## src/rtl/rse_pkg.sv

```systemverilog
// ----------------------------------------------------------------------------
// rse_pkg
// Shared types, constants and lookup tables of the reciprocal square root
// estimate pipeline.
// ----------------------------------------------------------------------------
`default_nettype none

package rse_pkg;

  localparam int WORD_W  = 64;
  localparam int FRAC_W  = 52;
  localparam int EXP_W   = 11;
  localparam int WEXP_W  = 12;   // working exponent, two's complement
  localparam int SEG_W   = 13;   // leading-zero segment width
  localparam int SEG_N   = 4;
  localparam int BASE_W  = 26;
  localparam int STEP_W  = 11;
  localparam int LOW_W   = 11;
  localparam int PROD_W  = STEP_W + LOW_W;
  localparam int LZ_W    = 6;

  localparam logic [EXP_W-1:0]  EXP_ALL_ONES = 11'h7FF;
  localparam logic [WORD_W-1:0] QNAN_BITS    = 64'h7FF8_0000_0000_0000;
  localparam int                QUIET_POS    = 51;
  // 0x3FF plus 0x3FE plus 0x3FF, the new exponent is (this - e) / 2
  localparam logic [WEXP_W-1:0] EXP_BIAS2    = 12'hBFC;

  localparam logic [BASE_W-1:0] RSE_BASE [32] = '{
    26'h3ffa000, 26'h3c29000, 26'h38aa000, 26'h3572000, 26'h3279000,
    26'h2fb7000, 26'h2d26000, 26'h2ac0000, 26'h2881000, 26'h2665000,
    26'h2468000, 26'h2287000, 26'h20c1000, 26'h1f12000, 26'h1d79000,
    26'h1bf4000, 26'h1a7e800, 26'h17cb800, 26'h1552800, 26'h130c000,
    26'h10f2000, 26'h0eff000, 26'h0d2e000, 26'h0b7c000, 26'h09e5000,
    26'h0867000, 26'h06ff000, 26'h05ab800, 26'h046a000, 26'h0339800,
    26'h0218800, 26'h0105800
  };

  localparam logic [STEP_W-1:0] RSE_STEP [32] = '{
    11'h7a4, 11'h700, 11'h670, 11'h5f2, 11'h584, 11'h524, 11'h4cc, 11'h47e,
    11'h43a, 11'h3fa, 11'h3c2, 11'h38e, 11'h35e, 11'h332, 11'h30a, 11'h2e6,
    11'h568, 11'h4f3, 11'h48d, 11'h435, 11'h3e7, 11'h3a2, 11'h365, 11'h32e,
    11'h2fc, 11'h2d0, 11'h2a8, 11'h283, 11'h261, 11'h243, 11'h226, 11'h20b
  };

  // Decode stage: classification and per-segment leading-zero counts
  typedef struct packed {
    logic                      valid;
    logic                      special;
    logic [WORD_W-1:0]         special_bits;
    logic                      denorm;
    logic [EXP_W-1:0]          efield;
    logic [FRAC_W-1:0]         frac;
    logic [SEG_N-1:0]          seg_zero;
    logic [SEG_N-1:0][3:0]     seg_lz;
  } rse_dec_t;

  // Normalized operand handed to the interpolation stages
  typedef struct packed {
    logic                      valid;
    logic                      special;
    logic [WORD_W-1:0]         special_bits;
    logic [WEXP_W-1:0]         wexp;
    logic [FRAC_W-1:0]         frac;
  } rse_norm_t;

  // Table lookup and product stage
  typedef struct packed {
    logic                      valid;
    logic                      special;
    logic [WORD_W-1:0]         special_bits;
    logic [EXP_W-1:0]          newexp;
    logic [BASE_W-1:0]         base;
    logic [PROD_W-1:0]         prod;
  } rse_mul_t;

  // Leading zeros of a 13-bit segment, 13 when the segment is zero
  function automatic logic [3:0] rse_lz13(input logic [SEG_W-1:0] v);
    logic [3:0] cnt;
    cnt = 4'(SEG_W);
    for (int i = 0; i < SEG_W; i++) begin
      if (v[i]) begin
        cnt = 4'(SEG_W - 1 - i);
      end
    end
    return cnt;
  endfunction

endpackage

`default_nettype wire

```

## src/rtl/rse_in_if.sv

```systemverilog
// ----------------------------------------------------------------------------
// rse_in_if
// Operand channel: valid/ready handshake carrying one double bit pattern.
// ----------------------------------------------------------------------------
`default_nettype none

interface rse_in_if;
  logic        valid;
  logic        ready;
  logic [63:0] operand_bits;

  modport source (output valid, output operand_bits, input ready);
  modport sink   (input valid, input operand_bits, output ready);
endinterface

`default_nettype wire

```

## src/rtl/rse_out_if.sv

```systemverilog
// ----------------------------------------------------------------------------
// rse_out_if
// Estimate channel: valid/ready handshake carrying one double bit pattern.
// ----------------------------------------------------------------------------
`default_nettype none

interface rse_out_if;
  logic        valid;
  logic        ready;
  logic [63:0] estimate_bits;

  modport source (output valid, output estimate_bits, input ready);
  modport sink   (input valid, input estimate_bits, output ready);
endinterface

`default_nettype wire

```

## src/rtl/rse_norm.sv

```systemverilog
// ----------------------------------------------------------------------------
// rse_norm
// Two pipeline stages: decode the operand and count leading zeros per
// segment, then combine the counts and normalize denormal fractions.
// ----------------------------------------------------------------------------
`default_nettype none

module rse_norm
  import rse_pkg::*;
(
  input  wire logic              clk,
  input  wire logic              rst,
  input  wire logic              en,
  input  wire logic              in_valid,
  input  wire logic [WORD_W-1:0] in_word,
  output      rse_norm_t         norm
);

  rse_dec_t  dec;
  rse_dec_t  dec_next;
  rse_norm_t norm_next;

  // Classify the word and pick the fixed results
  always_comb begin
    logic              sign;
    logic [EXP_W-1:0]  efield;
    logic [FRAC_W-1:0] frac;
    sign   = in_word[WORD_W-1];
    efield = in_word[WORD_W-2:FRAC_W];
    frac   = in_word[FRAC_W-1:0];

    dec_next.valid        = in_valid;
    dec_next.denorm       = (efield == '0);
    dec_next.efield       = efield;
    dec_next.frac         = frac;
    dec_next.special      = 1'b1;
    dec_next.special_bits = QNAN_BITS;
    priority if (efield == '0 && frac == '0) begin
      dec_next.special_bits = {sign, EXP_ALL_ONES, {FRAC_W{1'b0}}};
    end else if (efield == EXP_ALL_ONES && frac == '0) begin
      dec_next.special_bits = sign ? QNAN_BITS : '0;
    end else if (efield == EXP_ALL_ONES) begin
      dec_next.special_bits = in_word;
      dec_next.special_bits[QUIET_POS] = 1'b1;
    end else if (sign) begin
      dec_next.special_bits = QNAN_BITS;
    end else begin
      dec_next.special = 1'b0;
    end

    // Segment 0 holds the top fraction bits
    for (int s = 0; s < SEG_N; s++) begin
      dec_next.seg_zero[s] = (frac[FRAC_W-1-s*SEG_W -: SEG_W] == '0);
      dec_next.seg_lz[s]   = rse_lz13(frac[FRAC_W-1-s*SEG_W -: SEG_W]);
    end
  end

  // Combine segment counts, shift out the leading zeros and the hidden bit
  always_comb begin
    logic [LZ_W-1:0] lz;
    logic [LZ_W-1:0] sh;
    priority if (!dec.seg_zero[0]) begin
      lz = LZ_W'(dec.seg_lz[0]);
    end else if (!dec.seg_zero[1]) begin
      lz = LZ_W'(SEG_W) + LZ_W'(dec.seg_lz[1]);
    end else if (!dec.seg_zero[2]) begin
      lz = LZ_W'(2 * SEG_W) + LZ_W'(dec.seg_lz[2]);
    end else begin
      lz = LZ_W'(3 * SEG_W) + LZ_W'(dec.seg_lz[3]);
    end
    sh = lz + LZ_W'(1);

    norm_next.valid        = dec.valid;
    norm_next.special      = dec.special;
    norm_next.special_bits = dec.special_bits;
    if (dec.denorm) begin
      norm_next.wexp = WEXP_W'(0) - WEXP_W'(lz);
      norm_next.frac = dec.frac << sh;
    end else begin
      norm_next.wexp = {1'b0, dec.efield};
      norm_next.frac = dec.frac;
    end
  end

  // Advance both stages together, hold on stall
  always_ff @(posedge clk) begin
    if (rst) begin
      dec.valid  <= 1'b0;
      norm.valid <= 1'b0;
    end else if (en) begin
      dec  <= dec_next;
      norm <= norm_next;
    end
  end

endmodule

`default_nettype wire

```

## src/rtl/rse_interp.sv

```systemverilog
// ----------------------------------------------------------------------------
// rse_interp
// Two pipeline stages: table lookup with decrement product and exponent,
// then the interpolating subtract and assembly of the result word.
// ----------------------------------------------------------------------------
`default_nettype none

module rse_interp
  import rse_pkg::*;
(
  input  wire logic              clk,
  input  wire logic              rst,
  input  wire logic              en,
  input  wire rse_norm_t         norm,
  output      logic              out_valid,
  output      logic [WORD_W-1:0] out_word
);

  rse_mul_t          mul;
  rse_mul_t          mul_next;
  logic [WORD_W-1:0] word_next;

  // Look up base and decrement, multiply by the low fraction bits
  always_comb begin
    logic [4:0]          idx;
    logic [LOW_W-1:0]    low;
    logic [WEXP_W-1:0]   t;
    idx = {~norm.wexp[0], norm.frac[FRAC_W-1 -: 4]};
    low = norm.frac[FRAC_W-5 -: LOW_W];
    t   = EXP_BIAS2 - norm.wexp;

    mul_next.valid        = norm.valid;
    mul_next.special      = norm.special;
    mul_next.special_bits = norm.special_bits;
    mul_next.newexp       = t[WEXP_W-1:1];
    mul_next.base         = RSE_BASE[idx];
    mul_next.prod         = PROD_W'(RSE_STEP[idx]) * PROD_W'(low);
  end

  // Subtract the decrement and pack the word
  always_comb begin
    logic [BASE_W-1:0] f;
    f = mul.base - BASE_W'(mul.prod);
    if (mul.special) begin
      word_next = mul.special_bits;
    end else begin
      word_next = {1'b0, mul.newexp, f, {(FRAC_W-BASE_W){1'b0}}};
    end
  end

  // Advance both stages together, hold on stall
  always_ff @(posedge clk) begin
    if (rst) begin
      mul.valid <= 1'b0;
      out_valid <= 1'b0;
    end else if (en) begin
      mul       <= mul_next;
      out_valid <= mul.valid;
      out_word  <= word_next;
    end
  end

endmodule

`default_nettype wire

```

## src/rtl/recip_sqrt_estimate_double_unit.sv

```systemverilog
// ----------------------------------------------------------------------------
// recip_sqrt_estimate_double_unit
// Four register stages lie between operand accept and estimate valid.
// Throughput: one word per cycle while the output is not stalled; the four stages
// move together, set by the leading-zero count, the normalizing shift, the
// decrement multiply and the interpolating subtract, one per stage.
// A stalled output holds every stage. Reset clears the stage valid bits only.
// ----------------------------------------------------------------------------
`default_nettype none

module recip_sqrt_estimate_double_unit
  import rse_pkg::*;
(
  input  wire logic clk,
  input  wire logic rst,
  rse_in_if.sink    in_ch,
  rse_out_if.source out_ch
);

  logic      en;
  rse_norm_t norm;

  // Advance the pipeline whenever the output slot is free or being taken
  assign en          = !out_ch.valid || out_ch.ready;
  assign in_ch.ready = en;

  rse_norm u_norm (
    .clk      (clk),
    .rst      (rst),
    .en       (en),
    .in_valid (in_ch.valid),
    .in_word  (in_ch.operand_bits),
    .norm     (norm)
  );

  rse_interp u_interp (
    .clk       (clk),
    .rst       (rst),
    .en        (en),
    .norm      (norm),
    .out_valid (out_ch.valid),
    .out_word  (out_ch.estimate_bits)
  );

endmodule

`default_nettype wire

```

## src/flat_wrapper.sv

```systemverilog
// flat-port wrapper written by rule: the top's interface ports become plain ports
module recip_sqrt_estimate_double_unit_flat import rse_pkg::*;
  (clk, rst, in_ch_valid, in_ch_operand_bits, in_ch_ready, out_ch_valid, out_ch_estimate_bits, out_ch_ready);
  rse_in_if in_ch_i ();
  rse_out_if out_ch_i ();
  input  wire logic clk;
  input  wire logic rst;
  input wire logic [$bits(in_ch_i.valid)-1:0] in_ch_valid;
  input wire logic [$bits(in_ch_i.operand_bits)-1:0] in_ch_operand_bits;
  output wire logic [$bits(in_ch_i.ready)-1:0] in_ch_ready;
  output wire logic [$bits(out_ch_i.valid)-1:0] out_ch_valid;
  output wire logic [$bits(out_ch_i.estimate_bits)-1:0] out_ch_estimate_bits;
  input wire logic [$bits(out_ch_i.ready)-1:0] out_ch_ready;
  assign in_ch_i.valid = in_ch_valid;
  assign in_ch_i.operand_bits = in_ch_operand_bits;
  assign in_ch_ready = in_ch_i.ready;
  assign out_ch_valid = out_ch_i.valid;
  assign out_ch_estimate_bits = out_ch_i.estimate_bits;
  assign out_ch_i.ready = out_ch_ready;
  recip_sqrt_estimate_double_unit u_core (.clk(clk), .rst(rst), .in_ch(in_ch_i), .out_ch(out_ch_i));
endmodule
```

## config.mk

```make
export PLATFORM = sky130hd
export DESIGN_NAME = recip_sqrt_estimate_double_unit_flat
export DESIGN_NICKNAME = d
export VERILOG_FILES = /design/src/rtl/rse_pkg.sv /design/src/rtl/rse_in_if.sv /design/src/rtl/rse_out_if.sv /design/src/rtl/rse_norm.sv /design/src/rtl/rse_interp.sv /design/src/rtl/recip_sqrt_estimate_double_unit.sv /design/src/flat_wrapper.sv
export SDC_FILE = /design/constraint.sdc
export NUM_CORES = 1
export LEC_CHECK = 0
export BUFFER_PORTS_ARGS = -buffer_cell sky130_fd_sc_hd__buf_2
export CAP_MARGIN = 5
export CORE_MARGIN = 2
export CORE_UTILIZATION = 67
export CTS_BUF_LIST = sky130_fd_sc_hd__clkbuf_16
export DETAILED_ROUTE_END_ITERATION = 10
export PLACE_DENSITY = 0.93
export SETUP_SLACK_MARGIN = 0.4
export SYNTH_ARGS = -nofsm -noshare
export SYNTH_HDL_FRONTEND = slang
export SYNTH_SLANG_ARGS = --single-unit
```

## constraint.sdc

```tcl
create_clock -name clk -period 43.9 [get_ports clk]
set_input_delay 2.195 -clock clk [delete_from_list [all_inputs] [get_ports clk]]
set_output_delay 2.195 -clock clk [all_outputs]
set_load 0.05 [all_outputs]
```

==> Word-level counts from Yosys, hierarchy flattened <==
Memory sizes are Yosys's and may differ from the RTL's. A register that Yosys moved wholly into a read port is not among the register bits.
Cells that the tools add are included.
{ "totals": {"n_memories": 2, "rom_bits": 1184, "in_bits": 68, "wordCells": 137, "ff_bits": 443} }
{ "memory_table": {"columns": ["name", "words", "word_bits", "read_ports", "rd_ports_with_merged_regs", "write_ports", "line", "source"], "rows": [
  ["(no name shown)", 32, 26, 1, 1, 0, "rse_interp.sv:36", "mul_next.base = RSE_BASE[idx];"],
  ["(no name shown)", 32, 11, 1, 0, 0, "rse_interp.sv:37", "mul_next.prod = PROD_W'(RSE_STEP[idx]) * PROD_W'(low);"]
]} }
{ "classes": {"n_addsub": 7, "reduce_logical": 23, "n_eq_ne": 1, "n_shift": 1, "n_mul": 1, "bitwise_logic": 3, "muxes": 60, "magnitude_cmp": 1} }
{ "op_table": {"columns": ["op", "n"], "rows": [
  ["$mux 64", 3],
  ["$mux 63", 3],
  ["$mux 4", 16],
  ["$logic_not 52->1", 1],
  ["$shl 52x6->52", 1],
  ["$mux 3", 16],
  ["$logic_not 13->1", 3],
  ["$reduce_or 8->1", 4],
  ["$sub 26x22->26", 1],
  ["$mul 11x11->22", 1],
  ["$mux 11", 2],
  ["$mux 6", 3],
  ["$mux 2", 8],
  ["$reduce_or 4->1", 4],
  ["$sub 12x12->12 const A", 1],
  ["$eq 11x11->1 const B", 1],
  ["$logic_not 11->1", 1],
  ["$mux 1", 9],
  ["$reduce_or 2->1", 4],
  ["$sub 1x6->7 const A", 1],
  ["$add 5x4->6 const A", 1],
  ["$add 6x1->6 const B", 1],
  ["$add 6x4->6 const A", 1],
  ["$ge 6x6->1 const B", 1],
  ["other kinds (8)", 10]
]} }

==> Depth between registers and ports, before layout <==
{ "depth": {"word_depth": 12, "ltp_mapped": 28} }

==> Cells and area by module <==
A second synthesis with hierarchy kept.
{ "unflattened": {"hier_cells": 2152, "hier_area_um2": 26063.7} }
{ "modules_own_cells": {"columns": ["mod", "seq_area_each_um2", "n_inst", "cells_per_inst", "area_per_inst_um2"], "rows": [
  ["rse_norm", 8358.0, 1, 1018, 13760.7],
  ["rse_interp", 5355.1, 1, 1133, 12296.8],
  ["recip_sqrt_estimate_double_unit", 0.0, 1, 1, 6.3]
]} }

==> Least setup slack after synthesis <==
No wires, ideal clock.
{ "synth_path": {"path_kind": "input -> register", "startpoint": "input out_ch_ready", "endpoint": "register u_core.u_interp.mul[0] (netlist bit) (enable)", "arrival_time_ns": 19.663, "cell_stages": 3, "n_path_buf": 1, "setup_slack_ns": 23.029, "setup_time_ns": 1.208, "path_cell_list": "nor2b_1 -> clkbuf_1 -> nor2_1"} }
{ "synth_via": {"elab_chain_len": 2} }
{ "synth_rtl": {"columns": ["item", "line", "source"], "rows": [
  ["start, declared", "flat_wrapper.sv:13", "input wire logic [$bits(out_ch_i.ready)-1:0] out_ch_ready;"],
  ["$logic_or 1x1->1", "recip_sqrt_estimate_double_unit.sv:24", "assign en = !out_ch.valid || out_ch.ready;"],
  ["$reduce_and 2->1 (no source line)", null, null],
  ["end signal, assigned", "rse_interp.sv:57", "mul <= mul_next;"],
  ["end, declared", "rse_interp.sv:19", "rse_mul_t mul;"]
]} }
Every way passes these cells.
A chain may end at the register's enable or synchronous reset.

==> results.env <==
OUTCOME='complete, no violations'
NUMBER_OF_INSTANCES_IN_THE_SYNTHESIZED_NETLIST=1876
INTPOWER_mW=1.03
COMB_POWER_SHARE_PCT=44.8
SLOWEST_CELL_ON_THE_CRITICAL_PATH='o22ai_1'
DIEAREA_UM2=36300
DRV_CAP=0
DETAIL_ROUTE.WL_PER_CELL_UM=23.5
TIMING.CRITICAL_PATH.CELLS='inv_1 > ha_1 > nor2_1 > a211oi_1 > o22ai_1 > nand2_1 > fa_1 > fa_1 > fa_1 > inv_1 > fa_1 > inv_1 > fa_1 > inv_1 > ha_1 > o41a_1 > a21o_1 > a31o_2 > a41o_1 > o41ai_1 > xnor2_1'
TIMING.FINAL.MAX_SLEW_VIOLATIONS=0
CTSHTREEMAXLEVEL=2
CTS.SINK_COUNT=421
CRIT_FAMILY='adder cells'
YOSYS_WARNINGS=0
LAYOUT_MIN_CYCLE_TIME_NS=7.51
POWER.STATIC_LEAKAGE_nW=10.2
GP_CONGESTION=0.956
PLACED_AREA_UM2=24300
AVGVIACOUNTPERCELL=6.48
YS_DOMINANT_REG_CELL='edfxtp_1'
NETS=2219
SLOWEST_CELL_DELAY_ON_CRITICAL_PATH_NS=0.78
FINAL-SETUP-VIOL-COUNT=0
POSTLAYOUTCOREUTIL_PCT=74.9
NUMBER_OF_ENABLE_FLIP_FLOP_CELLS_AFTER_SYNTHESIS=417
DRIVE_GT1_SHARE_PCT=15.4
SETUP.WORST_PATH.START='u_core.u_norm.norm[49]$_DFFE_PP_'
FINALSETUPTNS_NS=0
SWITCHING_PART_OF_THE_TOTAL_POWER_PCT=37.6
DRT_ITER0_MARKERS=1980
SYNTH.FF_LATCH_COUNT=421
PORTBUFFERS=133
SYNTH.NET_COUNT=2113
MIN-DELAY-PATH-CLASS='flop to flop'
GRT_MAX_DEGREE=199
POWER.CLOCK.FRACTION_PCT=22.3
ASYNC_SET_OR_RESET_REGISTER_RATIO_AFTER_SYNTHESIS_PCT=0
FF2FF_SETUP_SLACK_NS=36.39
SYNTH.CELL_AREA_UM2=23300
WORST-ENDPOINT-ARRIVAL_NS=7.79
POWER-PER-CELL-AREA_nW_PER_UM2=64.1
TIMING.CRITICAL_PATH.TO='u_core.u_interp.mul[20]$_DFFE_PP_'
R2R_CELLS=21
DP_WORST_SETUP_SLACK_NS=36.54
CP-END-KIND='flop'
GRT_USAGE_PCT=32.7
FP-ROW-COUNT=68
SETUP.WORST_PATH.CLASS='flop to flop'
R2R-END='u_core.u_interp.mul[20]$_DFFE_PP_'
DRC=0
ANTENNA_FOUND_INITIAL=4
PATH_BUF_INV=4
FIN_CRIT_SH_PCT=17.1
FINAL_ANTENNA_NET_COUNT=0
GRT_OVERFLOW=0
HOLD_VIOL_FINAL=0
MAXIMUM_FREQUENCY_FROM_STATIC_TIMING_ANALYSIS_MHz=133
CRIT_PATH_START_KIND='flop'
CLKLATENCYLATEPIN_NS=0.56
SHARE_SEQ_OF_TOTAL_POWER_PCT=32.9
START_UTIL_PCT=67.8
ROOT_BUFFER='clkbuf_16'
CRITICAL-PATH-TOP-CELL-BY-COUNT='fa_1'
WL_UM=58200
CLOCK_TREE_FROM_TRITONCTS='yes'
FINAL_DESIGN_AREA_NO_FILL_UM2=25800
FINAL.SETUP_SKEW_NS=0.0304
MAX_SLEW_MARGIN_PCT=12.8
SYNTH_SEQ_AREA_SHARE_PCT=54.1
NUMCTSBUFFERS=42
CP.REQUIRED_NS=44.18
SYN-MEAN-INSTANCE-AREA_UM2=12.4
CLK_PIN_SLEW_NS=0.06
POST_CTS.REPAIR.SETUP_BUFFERS=0
AREAGROWTHSYNTHTOFINISH_PCT=10.6
DETAILROUTE.VIA_COUNT=16000
FIRST_PASS_ITERS=8
DP.FINAL_HPWL_UM=40400
GRT_FIRST_PASS_WIRELENGTH_UM=89700
NUMBER_OF_GLOBAL_ROUTE_VIAS_BEFORE_REPAIR=16000
WORST_HOLD_STARTPOINT='u_core.u_norm.norm[126]$_DFFE_PP_'
TOTAL_SWITCHING_POWER_mW=0.622
FINAL_CRITICAL_PATH_SETUP_SLACK_NS=36.39
CTSHOLDBUFFERS=0
CRITICAL_PATH.MAX_FANOUT=16
SYNTH_CELL_TYPE_COUNT=78
DIE_HEIGHT_UM=190
WORSTSETUPPATHDEPTH=21
POSTCTSRESIZEDCELLS=0
ACTUAL_TRANSITION_AT_THE_WORST_MAX_TRANSITION_PIN_NS=1.29
IOPINCOUNT=134
MAX-VDD-IR-DROP_mV=0.104
CRITICAL_PATH.REG2REG.STARTPOINT='u_core.u_norm.norm[49]$_DFFE_PP_'
DIEWIDTH_UM=190
CTS_MAX_PATH_BUFFERS=3
CORE_REGION_AREA_UM2=34400
RSZ0062_AT_GRT='false'
## state kept, by name (all words and copies together), names as in the netlist
name                       count
u_core.u_norm.dec            149
u_core.u_interp.out_word      64
u_core.u_interp.out_valid      1
u_core.u_norm.norm            93
u_core.u_interp.mul          114
## routing by layer
metal,global-route usage (%),wire [µm],part of all wire [%],vias to the layer above
met1,41.4,20900,36,7744
met2,55.1,28400,49,1119
met3,7.36,6100,10,229
met5,0,11,0.019,-
li1,-,-,-,6937
met4,13.0,2740,4.7,2
## cells by family after synthesis
kind of cell               after synthesis  share of synthesized area [%]
AOI/OAI and AO/OA                      268                           7.39
xor gates and xnor gates                63                           2.58
adders and majority gates              169                           11.7
buffers and inverters                  245                           4.19
DFF                                    421                           54.1
muxes                                  116                           7.59
and+or+nand+nor                        594                           12.5
## Yosys cell counts (10+ instances only)
cell type  number  area share (%)
a211oi_1       10            0.32
a21o_1         18            0.58
a21oi_1        69             1.5
a31oi_1        15            0.40
and2_1        141             3.8
and3_1         11            0.30
buf_2          12            0.26
clkbuf_1       66             1.1
edfxtp_1      417              54
fa_1           80             6.9
ha_1           89             4.8
inv_1         151             2.4
mux2_2         18            0.87
mux2i_1        51             2.2
mux4_2         44             4.3
nand2_1       210             3.4
nand3_1        40            0.86
nor2_1         88             1.4
nor2b_1        12            0.32
nor3_1         39            0.84
nor4_1         15            0.40
o21ai_0        71             1.5
xnor2_1        32             1.2
xor2_1         26            0.98
## power by group through the flow
stage	Clock (mW)	Combinational (mW)	Sequential, mW
final	0.368	0.740	0.544
after global routing	0.384	0.815	0.546
after CTS	0.370	0.728	0.543
after detailed placement	0	0.715	0.550
after global placement	0	0.681	0.548
after floorplan	0	0.522	0.575
## cells in the final DEF, fill, tap and decap left out, drive strengths merged, types with 5 or more instances in the layout
cell    synthesis  final
a21o           18     18
and3           11     11
a21oi          69     69
o21bai          9      9
o211ai          9      9
mux2           19     19
and2          141    141
clkinv          0     18
a31oi          15     15
inv           152    161
a22oi           5      5
nor2b          12     12
nand2b          8      8
nand2         211    211
a211oi         12     12
xor2           29     29
nor4           16     16
fa             80     80
ha             89     89
xnor2          34     34
edfxtp        417    417
nand3          40     40
a221oi          7      7
o22ai           9      9
or4             9      9
o31ai           6      6
mux2i          51     51
buf            27    155
mux4           46     46
clkbuf         66     42
nor3           42     42
bufinv          0      6
nor2           89     89
o21ai          75     75
## layout make-up
cell class / count / area, µm²
well taps: 455 / 569
fillers: 2032 / 8610
inverters: 152 / 571
clock inverters: 36 / 368
diodes: 2 / 5.00
flip-flops and latches: 421 / 12600
clock buffers: 42 / 1050
multi-input cells: 1210 / 9750
repair buffers: 155 / 843
## worst register-to-register path, cell delays in order, from the launching register on
cell      delay [ns]
edfxtp_1        0.64
inv_1           0.20
ha_1            0.48
nor2_1          0.24
a211oi_1        0.11
o22ai_1         0.78
nand2_1         0.22
fa_1            0.58
fa_1            0.46
fa_1            0.54
inv_1           0.05
fa_1            0.48
inv_1           0.05
fa_1            0.48
inv_1           0.05
ha_1            0.21
o41a_1          0.41
a21o_1          0.21
a31o_2          0.25
a41o_1          0.24
o41ai_1         0.39
xnor2_1         0.15
## metrics by stage
step | power (mW) | hold slack [ns] | std cells
finish | 1.65 | 0.414 | 2473
global route | 1.74 | 0.424 | 2473
CTS | 1.64 | 0.412 | 2471
detailed placement | 1.26 | 0.405 | 2393
global placement | 1.23 | 0.401 | 2393
floorplan | 1.10 | 0.400 | 1876
## how the worst min path moves through the flow
stage,end,depth (start not counted)
6_report,u_core.u_interp.mul[121]$_DFFE_PP_,0
5_1_grt,u_core.u_interp.mul[121]$_DFFE_PP_,0
2_1_floorplan,u_core.u_interp.mul[100]$_DFFE_PP_,0
3_3_place_gp,u_core.u_interp.mul[122]$_DFFE_PP_,0
4_1_cts,u_core.u_norm.norm[127]$_DFFE_PP_,0
3_5_place_dp,u_core.u_interp.mul[79]$_DFFE_PP_,0
No activity file was read; power rests on OpenSTA's default activity.
